--- src/design/lkv_pkg.sv ---
// ----------------------------------------------------------------------------
// lkv_pkg
// Shared types and constants for the LRU key-value cache: item structs,
// opcodes, configuration defaults and the controller command bundle.
// ----------------------------------------------------------------------------
package lkv_pkg;

    // opcodes
    localparam logic OP_GET = 1'b0;
    localparam logic OP_PUT = 1'b1;

    // capacity register
    localparam int          CFG_W     = 5;
    localparam logic [4:0]  CFG_RESET = 5'd16;

    typedef struct packed {
        logic               opcode;
        logic [31:0]        lookup_key;
        logic signed [31:0] write_value;
    } t_in_item;

    typedef struct packed {
        logic               hit;
        logic signed [31:0] read_value;
        logic               evicted;
        logic [31:0]        evicted_key;
    } t_out_item;

    // controller to datapath commands
    typedef struct packed {
        logic capture;
        logic match;
        logic decide;
        logic commit;
    } t_ctl_cmd;

endpackage

--- src/design/lkv_ram.sv ---
// ----------------------------------------------------------------------------
// lkv_ram
// Generic single write port, single read port RAM with registered read data.
// ----------------------------------------------------------------------------
module lkv_ram #(
    parameter int WIDTH = 32,
    parameter int DEPTH = 16
) (
    input  logic                                   i_clk,
    input  logic                                   i_we,
    input  logic [(DEPTH > 1 ? $clog2(DEPTH) : 1)-1:0] i_waddr,
    input  logic [WIDTH-1:0]                       i_wdata,
    input  logic [(DEPTH > 1 ? $clog2(DEPTH) : 1)-1:0] i_raddr,
    output logic [WIDTH-1:0]                       o_rdata
);
    logic [WIDTH-1:0] r_mem [DEPTH];
    logic [WIDTH-1:0] r_rdata;

    // write port and registered read
    always_ff @(posedge i_clk) begin
        if (i_we) begin
            r_mem[i_waddr] <= i_wdata;
        end
        r_rdata <= r_mem[i_raddr];
    end

    assign o_rdata = r_rdata;

endmodule

--- src/design/lkv_ctrl.sv ---
// ----------------------------------------------------------------------------
// lkv_ctrl
// Sequencer for one cache access: capture, key match, slot decision and
// commit, then a one-cycle done strobe.
// ----------------------------------------------------------------------------
module lkv_ctrl (
    input  logic              i_clk,
    input  logic              i_rst_n,
    input  logic              i_start,
    output logic              o_busy,
    output logic              o_done,
    output lkv_pkg::t_ctl_cmd o_cmd
);
    import lkv_pkg::*;

    typedef enum logic [1:0] {
        S_IDLE,
        S_MATCH,
        S_DECIDE,
        S_COMMIT
    } t_state;

    t_state r_state;
    t_state n_state;
    logic   r_done;

    // next state
    always_comb begin
        n_state = r_state;
        unique case (r_state)
            S_IDLE:   if (i_start) begin
                n_state = S_MATCH;
            end
            S_MATCH:  n_state = S_DECIDE;
            S_DECIDE: n_state = S_COMMIT;
            S_COMMIT: n_state = S_IDLE;
            default:  n_state = S_IDLE;
        endcase
    end

    // state and done strobe
    always_ff @(posedge i_clk) begin
        if (!i_rst_n) begin
            r_state <= S_IDLE;
            r_done  <= 1'b0;
        end else begin
            r_state <= n_state;
            r_done  <= (r_state == S_COMMIT);
        end
    end

    // commands
    always_comb begin
        o_cmd.capture = i_start && (r_state == S_IDLE);
        o_cmd.match   = (r_state == S_MATCH);
        o_cmd.decide  = (r_state == S_DECIDE);
        o_cmd.commit  = (r_state == S_COMMIT);
    end

    assign o_busy = (r_state != S_IDLE);
    assign o_done = r_done;

endmodule

--- src/design/lkv_dpath.sv ---
// ----------------------------------------------------------------------------
// lkv_dpath
// Slot storage and access datapath: parallel key compare, age tracking,
// free and oldest slot search, value and key RAMs and the result register.
// ----------------------------------------------------------------------------
module lkv_dpath #(
    parameter int ENTRIES = 16
) (
    input  logic                i_clk,
    input  logic                i_rst_n,
    input  lkv_pkg::t_ctl_cmd   i_cmd,
    input  lkv_pkg::t_in_item   i_item,
    input  logic                i_cfg_we,
    input  logic [4:0]          i_cfg_data,
    output lkv_pkg::t_out_item  o_result
);
    import lkv_pkg::*;

    localparam int IW    = (ENTRIES > 1) ? $clog2(ENTRIES) : 1;
    localparam int AW    = IW;
    localparam int CNT_W = $clog2(ENTRIES + 1);

    // slot state
    t_in_item             r_in;
    logic [ENTRIES-1:0]   r_valid;
    logic [31:0]          r_key [ENTRIES];
    logic [AW-1:0]        r_age [ENTRIES];
    logic [CNT_W-1:0]     r_occ;
    logic [CFG_W-1:0]     r_cfg;

    // match stage results
    logic                 r_hit;
    logic [IW-1:0]        r_hit_idx;
    logic [AW-1:0]        r_hit_age;
    logic [IW-1:0]        r_old_idx;
    logic [IW-1:0]        r_free_idx;
    logic                 r_have_free;
    logic                 r_room;

    // decision
    logic [IW-1:0]        r_target;
    logic                 r_ev;
    logic                 r_ins;

    t_out_item            r_result;

    logic [ENTRIES-1:0]   match_vec;
    logic [ENTRIES-1:0]   old_vec;
    logic [IW-1:0]        hit_idx;
    logic [AW-1:0]        hit_age;
    logic [IW-1:0]        old_idx;
    logic [IW-1:0]        free_idx;
    logic [CNT_W-1:0]     eff_cap;
    logic [31:0]          rd_value;
    logic [31:0]          rd_key;
    logic                 value_we;
    logic                 key_we;

    // parallel key compare and oldest slot vector
    always_comb begin
        for (int i = 0; i < ENTRIES; i++) begin
            match_vec[i] = r_valid[i] && (r_key[i] == r_in.lookup_key);
            old_vec[i]   = r_valid[i] && ((CNT_W'(r_age[i]) + CNT_W'(1)) == r_occ);
        end
    end

    // one-hot to index, hit age
    always_comb begin
        hit_idx = '0;
        hit_age = '0;
        old_idx = '0;
        for (int i = 0; i < ENTRIES; i++) begin
            if (match_vec[i]) begin
                hit_idx = hit_idx | IW'(i);
                hit_age = hit_age | r_age[i];
            end
            if (old_vec[i]) begin
                old_idx = old_idx | IW'(i);
            end
        end
    end

    // lowest free slot
    always_comb begin
        free_idx = '0;
        for (int i = ENTRIES - 1; i >= 0; i--) begin
            if (!r_valid[i]) begin
                free_idx = IW'(i);
            end
        end
    end

    // capacity: zero reads as one, saturate at slot count
    always_comb begin
        if (r_cfg == '0) begin
            eff_cap = CNT_W'(1);
        end else if (int'(r_cfg) > ENTRIES) begin
            eff_cap = CNT_W'(ENTRIES);
        end else begin
            eff_cap = CNT_W'(r_cfg);
        end
    end

    // input capture and per-stage registers
    always_ff @(posedge i_clk) begin
        if (i_cmd.capture) begin
            r_in <= i_item;
        end
        if (i_cmd.match) begin
            r_hit       <= |match_vec;
            r_hit_idx   <= hit_idx;
            r_hit_age   <= hit_age;
            r_old_idx   <= old_idx;
            r_free_idx  <= free_idx;
            r_have_free <= ~&r_valid;
            r_room      <= (r_occ < eff_cap);
        end
        if (i_cmd.decide) begin
            r_target <= r_hit_idx;
            r_ev     <= 1'b0;
            r_ins    <= 1'b0;
            if (!r_hit && r_in.opcode == OP_PUT) begin
                r_ins <= 1'b1;
                if (r_room && r_have_free) begin
                    r_target <= r_free_idx;
                end else if (r_occ != '0) begin
                    r_target <= r_old_idx;
                    r_ev     <= 1'b1;
                end else begin
                    r_target <= r_free_idx;
                end
            end
        end
    end

    // slot key registers
    always_ff @(posedge i_clk) begin
        if (i_cmd.commit && r_ins) begin
            r_key[r_target] <= r_in.lookup_key;
        end
    end

    // valid, age, occupancy and capacity register
    always_ff @(posedge i_clk) begin
        if (!i_rst_n) begin
            r_valid <= '0;
            r_occ   <= '0;
            r_cfg   <= CFG_RESET;
            for (int i = 0; i < ENTRIES; i++) begin
                r_age[i] <= '0;
            end
        end else begin
            if (i_cfg_we) begin
                r_cfg <= i_cfg_data;
            end
            if (i_cmd.commit && (r_hit || r_ins)) begin
                for (int i = 0; i < ENTRIES; i++) begin
                    if (r_valid[i] && IW'(i) != r_target
                            && (r_ins || r_age[i] < r_hit_age)) begin
                        r_age[i] <= r_age[i] + AW'(1);
                    end
                end
                r_age[r_target] <= '0;
                if (r_ins) begin
                    r_valid[r_target] <= 1'b1;
                    if (!r_ev) begin
                        r_occ <= r_occ + CNT_W'(1);
                    end
                end
            end
        end
    end

    // value and key RAMs, read ports follow the match stage indexes
    assign value_we = i_cmd.commit && (r_in.opcode == OP_PUT) && (r_hit || r_ins);
    assign key_we   = i_cmd.commit && r_ins;

    lkv_ram #(
        .WIDTH (32),
        .DEPTH (ENTRIES)
    ) u_value_ram (
        .i_clk   (i_clk),
        .i_we    (value_we),
        .i_waddr (r_target),
        .i_wdata ($unsigned(r_in.write_value)),
        .i_raddr (r_hit_idx),
        .o_rdata (rd_value)
    );

    lkv_ram #(
        .WIDTH (32),
        .DEPTH (ENTRIES)
    ) u_key_ram (
        .i_clk   (i_clk),
        .i_we    (key_we),
        .i_waddr (r_target),
        .i_wdata (r_in.lookup_key),
        .i_raddr (r_old_idx),
        .o_rdata (rd_key)
    );

    // result register
    always_ff @(posedge i_clk) begin
        if (i_cmd.commit) begin
            r_result.hit         <= r_hit;
            r_result.read_value  <= (r_hit && r_in.opcode == OP_GET) ? rd_value : '0;
            r_result.evicted     <= r_ev;
            r_result.evicted_key <= r_ev ? rd_key : '0;
        end
    end

    assign o_result = r_result;

`ifndef SYNTH
    // occupancy tracks the valid marks
    a_occ_matches_valid: assert property (@(posedge i_clk) disable iff (!i_rst_n)
        $countones(r_valid) == int'(r_occ))
        else $error("occupancy count differs from valid slot count");

    // keys of valid slots are unique
    a_single_match: assert property (@(posedge i_clk) disable iff (!i_rst_n)
        $onehot0(match_vec))
        else $error("more than one slot matches the key");

    // a non-empty store always has exactly one least recent slot
    a_oldest_unique: assert property (@(posedge i_clk) disable iff (!i_rst_n)
        (r_occ != '0) |-> $onehot(old_vec))
        else $error("least recent slot not unique");

    // eviction only replaces an entry, never on a hit
    a_evict_on_miss: assert property (@(posedge i_clk) disable iff (!i_rst_n)
        (i_cmd.commit && r_ev) |-> (!r_hit && r_ins))
        else $error("eviction outside a put miss");
`endif

endmodule

--- src/design/lru_key_value_cache.sv ---
// Sequence: an accepted start steps through the match, decide and commit states;
// o_done and the result are registered at the end of commit; the receiver cannot stall.
// Only one item is in flight: a new start is taken only while idle, and the match,
// decide and commit steps wrap around the registered value and key RAM reads.
// Reset: synchronous active low; clears all valid marks, ages and occupancy,
// and sets the capacity register to 16. No clearing pass is needed.
// ----------------------------------------------------------------------------
// lru_key_value_cache
// Fully associative key-value cache with least recently used replacement
// and a configurable capacity.
// ----------------------------------------------------------------------------
module lru_key_value_cache #(
    parameter int ENTRIES = 16
) (
    input  logic               i_clk,
    input  logic               i_rst_n,
    input  logic               i_start,
    output logic               o_busy,
    input  lkv_pkg::t_in_item  i_item,
    output logic               o_done,
    output lkv_pkg::t_out_item o_result,
    input  logic               i_cfg_valid,
    output logic               o_cfg_ready,
    input  logic [4:0]         i_cfg_data
);
    import lkv_pkg::*;

    t_ctl_cmd cmd;
    logic     busy;
    logic     cfg_we;

    // configuration taken only while idle
    assign o_cfg_ready = !busy;
    assign cfg_we      = i_cfg_valid && !busy;
    assign o_busy      = busy;

    lkv_ctrl u_ctrl (
        .i_clk   (i_clk),
        .i_rst_n (i_rst_n),
        .i_start (i_start),
        .o_busy  (busy),
        .o_done  (o_done),
        .o_cmd   (cmd)
    );

    lkv_dpath #(
        .ENTRIES (ENTRIES)
    ) u_dpath (
        .i_clk      (i_clk),
        .i_rst_n    (i_rst_n),
        .i_cmd      (cmd),
        .i_item     (i_item),
        .i_cfg_we   (cfg_we),
        .i_cfg_data (i_cfg_data),
        .o_result   (o_result)
    );

endmodule
--- config.mk ---
export PLATFORM = sky130hd
export DESIGN_NAME = lru_key_value_cache
export DESIGN_NICKNAME = d
export VERILOG_FILES = /design/src/design/lkv_pkg.sv /design/src/design/lkv_ram.sv /design/src/design/lkv_ctrl.sv /design/src/design/lkv_dpath.sv /design/src/design/lru_key_value_cache.sv
export SDC_FILE = /design/constraint.sdc
export NUM_CORES = 2
export LEC_CHECK = 0
export ABC_AREA = 1
export BUFFER_PORTS_ARGS = -buffer_cell sky130_fd_sc_hd__buf_2
export CELL_PAD_IN_SITES_DETAIL_PLACEMENT = 1
export CELL_PAD_IN_SITES_GLOBAL_PLACEMENT = 2
export CORE_MARGIN = 2
export CORE_UTILIZATION = 47
export CTS_BUF_LIST = sky130_fd_sc_hd__clkbuf_2 sky130_fd_sc_hd__clkbuf_4 sky130_fd_sc_hd__clkbuf_8
export DETAILED_ROUTE_END_ITERATION = 8
export PLACE_DENSITY = 0.95
export SLEW_MARGIN = 40
export SYNTH_ARGS = -nofsm -noshare
export SYNTH_HDL_FRONTEND = slang
export SYNTH_HIERARCHICAL = 1
export SYNTH_SLANG_ARGS = --single-unit
export TNS_END_PERCENT = 50
--- constraint.sdc ---
create_clock -name i_clk -period 12.6 [get_ports i_clk]
set_input_delay 2.52 -clock i_clk [delete_from_list [all_inputs] [get_ports i_clk]]
set_output_delay 2.52 -clock i_clk [all_outputs]
set_load 0.05 [all_outputs]
# After elaboration in Yosys (flattened, before gate mapping)
# Memory sizes are Yosys's and may differ from the RTL's. A register that Yosys moved wholly into a read port is not among the register bits.
# Cells that the tools add are included.
# Widths: inputs -> output; s select.
[classes]
n_addsub = 32
order_cmp = 20
n_eq_ne = 50
muxes = 156
n_bitwise = 35
reduce_logical = 112
[op_table]
columns = ["cell", "n"]
rows = [
  ["$eq 32x32->1", 16],
  ["$mux 4", 55],
  ["$mux 1", 78],
  ["$add 4x1->5 const B", 15],
  ["$eq 5x5->1", 15],
  ["$logic_and 1x1->1", 73],
  ["$add 4x1->4 const B", 16],
  ["$lt 4x4->1", 16],
  ["$or 4x4->4", 15],
  ["$mux 3", 12],
  ["$ne 4x4->1 const A", 8],
  ["$logic_or 1x1->1", 17],
  ["$ne 3x4->1 const A", 4],
  ["$or 1x1->1", 16],
  ["$or 16x16->16", 1],
  ["$reduce_and 16->1", 1],
  ["$reduce_or 16->1", 1],
  ["$reduce_or 8->1", 2],
  ["$mux 2", 7],
  ["$mux 5", 2],
  ["$ne 2x4->1 const A", 2],
  ["$pmux 2 s4", 1],
  ["$reduce_and 8->1", 1],
  ["$reduce_or 4->1", 2],
  ["other kinds (21)", 29],
]
[word_totals]
regBits = 185
ram_bits = 1600
out_inout_bits = 69
word_cells = 440
memories = 4
[mem_list]
columns = ["memory", "words", "width", "read_ports", "rd_clocked_by_memory_dff", "wr", "line_no", "text"]
rows = [
  ["u_dpath.r_key", 16, 32, 16, 0, 1, "lkv_dpath.sv:26", "logic [31:0] r_key [ENTRIES];"],
  ["u_dpath.u_key_ram.r_mem", 16, 32, 1, 1, 1, "lkv_ram.sv:16", "logic [WIDTH-1:0] r_mem [DEPTH];"],
  ["u_dpath.u_value_ram.r_mem", 16, 32, 1, 1, 1, "lkv_ram.sv:16", ""],
  ["u_dpath.r_age", 16, 4, 16, 0, 17, "lkv_dpath.sv:27", "logic [AW-1:0] r_age [ENTRIES];"],
]

# Logic depth before layout (Yosys ltp)
# An unclocked memory read counts as a cell.
[depth]
depth_word = 34
mapped_depth = 16

# Modules after synthesis
# Netlist, hierarchy kept.
[by_module_without_submodules]
columns = ["module", "instances", "cells_each", "area_per_inst_um2", "seq_area_each_um2"]
rows = [
  ["lkv_dpath", 1, 3730, 36058.3, 21861.0],
  ["lkv_ram (u_dpath.u_key_ram)", 1, 2120, 22744.3, 16015.4],
  ["lkv_ram (u_dpath.u_value_ram)", 1, 2120, 22730.6, 16015.4],
  ["lkv_ctrl", 1, 28, 202.7, 60.1],
  ["lru_key_value_cache", 1, 3, 13.8, 0.0],
]

# Worst setup path after synthesis
# OpenSTA, ideal clock, no wires.
[synth_timing]
path_kind = "register to register"
start = "register u_ctrl.r_state[0]"
end = "memory u_dpath.r_key[0][0] (enable)"
setup_ps = 464
arrival_time_ps = 4915
required_ps = 12136
setup_slack_ps = 7221
stages_incl_launch_ff = 4
n_path_buf = 0
synth_period_minus_slack_ps = 5379
path_cell_list = "dfxtp_1 -> ha_1 -> nand2_1 -> nor3_1"
[synth_rtl]
columns = ["item", "line_no", "text"]
rows = [
  ["start: declaration", "lkv_ctrl.sv:23", "t_state r_state;"],
  ["start signal: assignment", "lkv_ctrl.sv:47", "r_state <= n_state;"],
  ["end: declaration", "lkv_dpath.sv:26", ""],
]

# Worst setup path in the final report
[layout_timing]
start = "register u_ctrl.r_state[0]"
end = "output o_busy"
[layout_between]
elab_chain_cells = 1
[layout_rtl]
columns = ["item", "line_no", "text"]
rows = [
  ["$reduce_bool 2->1", "lkv_ctrl.sv:60", "assign o_busy = (r_state != S_IDLE);"],
  ["end: declaration", "lru_key_value_cache.sv:18", "output logic o_busy,"],
]
# Every way passes these cells.

==> flow_metrics.env <==
export IMPL_status="complete, no violations"
export IMPL_rr_endpoint="u_dpath/u_key_ram/r_mem[9][25]"
export IMPL_internal_power_mw=10.8
export IMPL_synth_ff_type="edfxtp_1"
export IMPL_synth_area_um2=81700
export IMPL_ctsResizeCount=0
export IMPL_switchingPower_mw=5.12
export IMPL_yosys_area_top_type_share=0.622
export IMPL_ctsHoldBuffers=0
export IMPL_path_clk_slew_ns=0.05
export IMPL_postSynthCellCount=8001
export IMPL_r2r_slack_ns=8.88
export IMPL_synthTopCellsByArea="edfxtp_1 (62%), nand2_1 (11%), nand3_1 (5.7%)"
export IMPL_overflow=0
export IMPL_portBuffers=142
export IMPL_die_area_um2=177000
export IMPL_die_w_um=421
export IMPL_setup_tns_ns=0
export IMPL_die_y_um=421
export IMPL_grt_usage=0.291
export IMPL_wirelength_um=262000
export IMPL_yosys_cell_count_top_type="nand2_1"
export IMPL_routedWlPerCell_um=24.1
export IMPL_area_growth_pct=11.5
export IMPL_rows=153
export IMPL_grt_pass1_wl_um=388000
export IMPL_routabilityCongestion=0.863
export IMPL_finalCriticalPeriod_ns=4.76
export IMPL_power_density_nw_per_um2=175
export IMPL_crit_arrival_ns=2.24
export IMPL_swShare=0.321
export IMPL_start_util=0.472
export IMPL_path_class="reg2out"
export IMPL_clockBufferDepth=4
export IMPL_yosys_area_top_type="edfxtp_1"
export IMPL_yosysWarningCount=6
export IMPL_reg2reg_depth=7
export IMPL_r2r_start="u_ctrl/r_state[0]"
export IMPL_worstSetupStartpointType="register"
export IMPL_max_cap_violations=0
export IMPL_rsz0062_at_grt="false"
export IMPL_slew_headroom=0.389
export IMPL_max_freq_ghz=0.210
export IMPL_hold_ws_ns=0.454
export IMPL_synthTopCellsByCount="nand2_1 (2462), edfxtp_1 (1692), inv_1 (1185)"
export IMPL_cts_sinks=1849
export IMPL_p_seq_frac=0.465
export IMPL_end_kind="output port"
export IMPL_cts_tree="yes"
export IMPL_vias_per_cell=5.47
export IMPL_power_leakage_nw=37.7
export IMPL_combPwrFrac=0.200
export IMPL_syn_area_per_cell_um2=10.2
export IMPL_clk_insertion_delay_late_ns=1.06
export IMPL_min_period_over_period=0.378
export IMPL_finalHoldViolations=0
export IMPL_hpwl_um=156000
export IMPL_coreArea_um2=173000
export IMPL_synth_edf_count=1692
export IMPL_ant_nets=0
export IMPL_synth_cell_types=46
export IMPL_ys_seq_area_frac=0.660
export IMPL_firstDrtPassIters=6
export IMPL_required_ns=10.08
export IMPL_hold_path_startpoint="u_dpath/u_key_ram/o_rdata[31]"
export IMPL_vdd_drop_max_mv=0.134
export IMPL_route_detailed_drc=0
export IMPL_cts_setup_buffers=0
export IMPL_layout_nets=8454
export IMPL_setup_viol_count_final=0
export IMPL_async_flop_share=0
export IMPL_drt_iter0_drc=5680
export IMPL_htree_num_levels=5
export IMPL_drive_gt1_frac=0.104
export IMPL_cts_root_buf="clkbuf_8"
export IMPL_synthesis_nets=8150
export IMPL_min_path_cells=2
export IMPL_numCtsBuffers=324
export IMPL_hold_path_class="reg2reg"
export IMPL_crit_fanout=4
export IMPL_grt_max_degree=170
export IMPL_ys_seq_elements=1849
export IMPL_clock_power_share=0.335
export IMPL_whs_endpoint="u_dpath/o_result[31]"
export IMPL_grt_pass1_vias=63000
export IMPL_report_final_slew_viol_count=0
export IMPL_finClkSkew_ns=0.102
export IMPL_antenna_found_initial=17
export IMPL_pin_count=143
export IMPL_worst_pin_slew_ns=0.914
export IMPL_num_vias=59400
==> placed cells by master (no fill, tap or decap), types with 122 or more instances in the layout <==
cell type,instances
nand2_1,2461
buf_2,142
inv_1,1176
edfxtp_1,1692
o21ai_0,146
xnor2_1,142
nor2_1,410
clkbuf_8,340
buf_4,122
dfxtp_1,157
nand3_1,933
==> logic make-up (layout without fill, tap and decap cells) <==
family          count (synthesis)  after routing  synth area share
simple gates                 3952           3952             0.199
flops                        1849           1849             0.660
buf+inv                      1529           2059            0.0808
compound gates                374            374            0.0253
xor+xnor                      222            222            0.0238
fa+ha+maj                      75             75            0.0115
other cells                     0             10                 0
==> worst max-delay path, cell delays in order (launching register included) <==
cell and delay (ns):
dfxtp_1 0.42, inv_1 0.12, ha_1 0.27, inv_2 0.11
buf_2 0.28
==> per-stage QoR <==
| stage | total power, mW | cell area (um^2) | util | setup WS [ns] | instances |
|---|---|---|---|---|---|
| finish | 16.0 | 91200 | 0.526 | 7.84 | 10900 |
| global route | 16.6 | 91200 | 0.526 | 7.74 | 10900 |
| CTS | 16.0 | 91100 | 0.526 | 7.74 | 10900 |
| detailed placement | 10.7 | 85100 | 0.491 | 7.58 | 10300 |
| global placement | 10.5 | 84700 | 0.489 | 7.19 | 10300 |
| floorplan | 9.53 | 81700 | - | 7.22 | 8001 |
==> state kept, by name (all words and copies together) (netlist names), 16 cells and up <==
register / count
u_dpath/r_age: 64
u_dpath/u_value_ram/o_rdata: 32
u_dpath/u_key_ram/o_rdata: 32
u_dpath/r_valid: 16
u_dpath/u_key_ram/r_mem: 512
u_dpath/r_in: 65
u_dpath/r_key: 512
u_dpath/o_result: 66
u_dpath/u_value_ram/r_mem: 512
==> final cells by class <==
cell class | count | area [um^2]
diodes | 10 | 25.0
inverters | 1216 | 4600
flip-flops and latches | 1849 | 54000
repair buffers | 291 | 2080
clock buffers | 441 | 5440
multi-input cells | 4623 | 21500
fillers | 19000 | 82100
well taps | 2325 | 2910
clock inverters | 111 | 617
==> worst max-delay path by stage <==
stage	startpoint	to	slack (ns)	cells after the start
6_report	u_ctrl/r_state[0]	o_busy	7.84	4
5_1_grt	u_ctrl/r_state[0]	o_busy	7.74	4
4_1_cts	u_ctrl/r_state[0]	o_busy	7.74	4
3_5_place_dp	i_rst_n	u_dpath/r_age[11][1]	7.58	9
3_3_place_gp	i_rst_n	u_dpath/r_age[12][1]	7.19	9
2_1_floorplan	u_ctrl/r_state[0]	u_dpath/r_key[0][0]	7.22	3
==> layer usage <==
| metal | GRT usage | share of wire | vias to the layer above |
|---|---|---|---|
| met5 | 0 | 0 | - |
| met4 | 0.140 | 0.047 | 0 |
| met3 | 0.0488 | 0.068 | 593 |
| met2 | 0.497 | 0.50 | 2292 |
| met1 | 0.359 | 0.39 | 29900 |
| li1 | - | - | 26700 |
==> power by group through the flow <==
stage	sequential [mW]	clock (mW)	combinational [mW]
after floorplan	7.65	0	1.88
after global placement	7.52	0	3.02
after detailed placement	7.55	0	3.15
after CTS	7.42	5.43	3.18
after global routing	7.44	5.70	3.46
final	7.42	5.35	3.20
(Power assumes the default switching activity.)
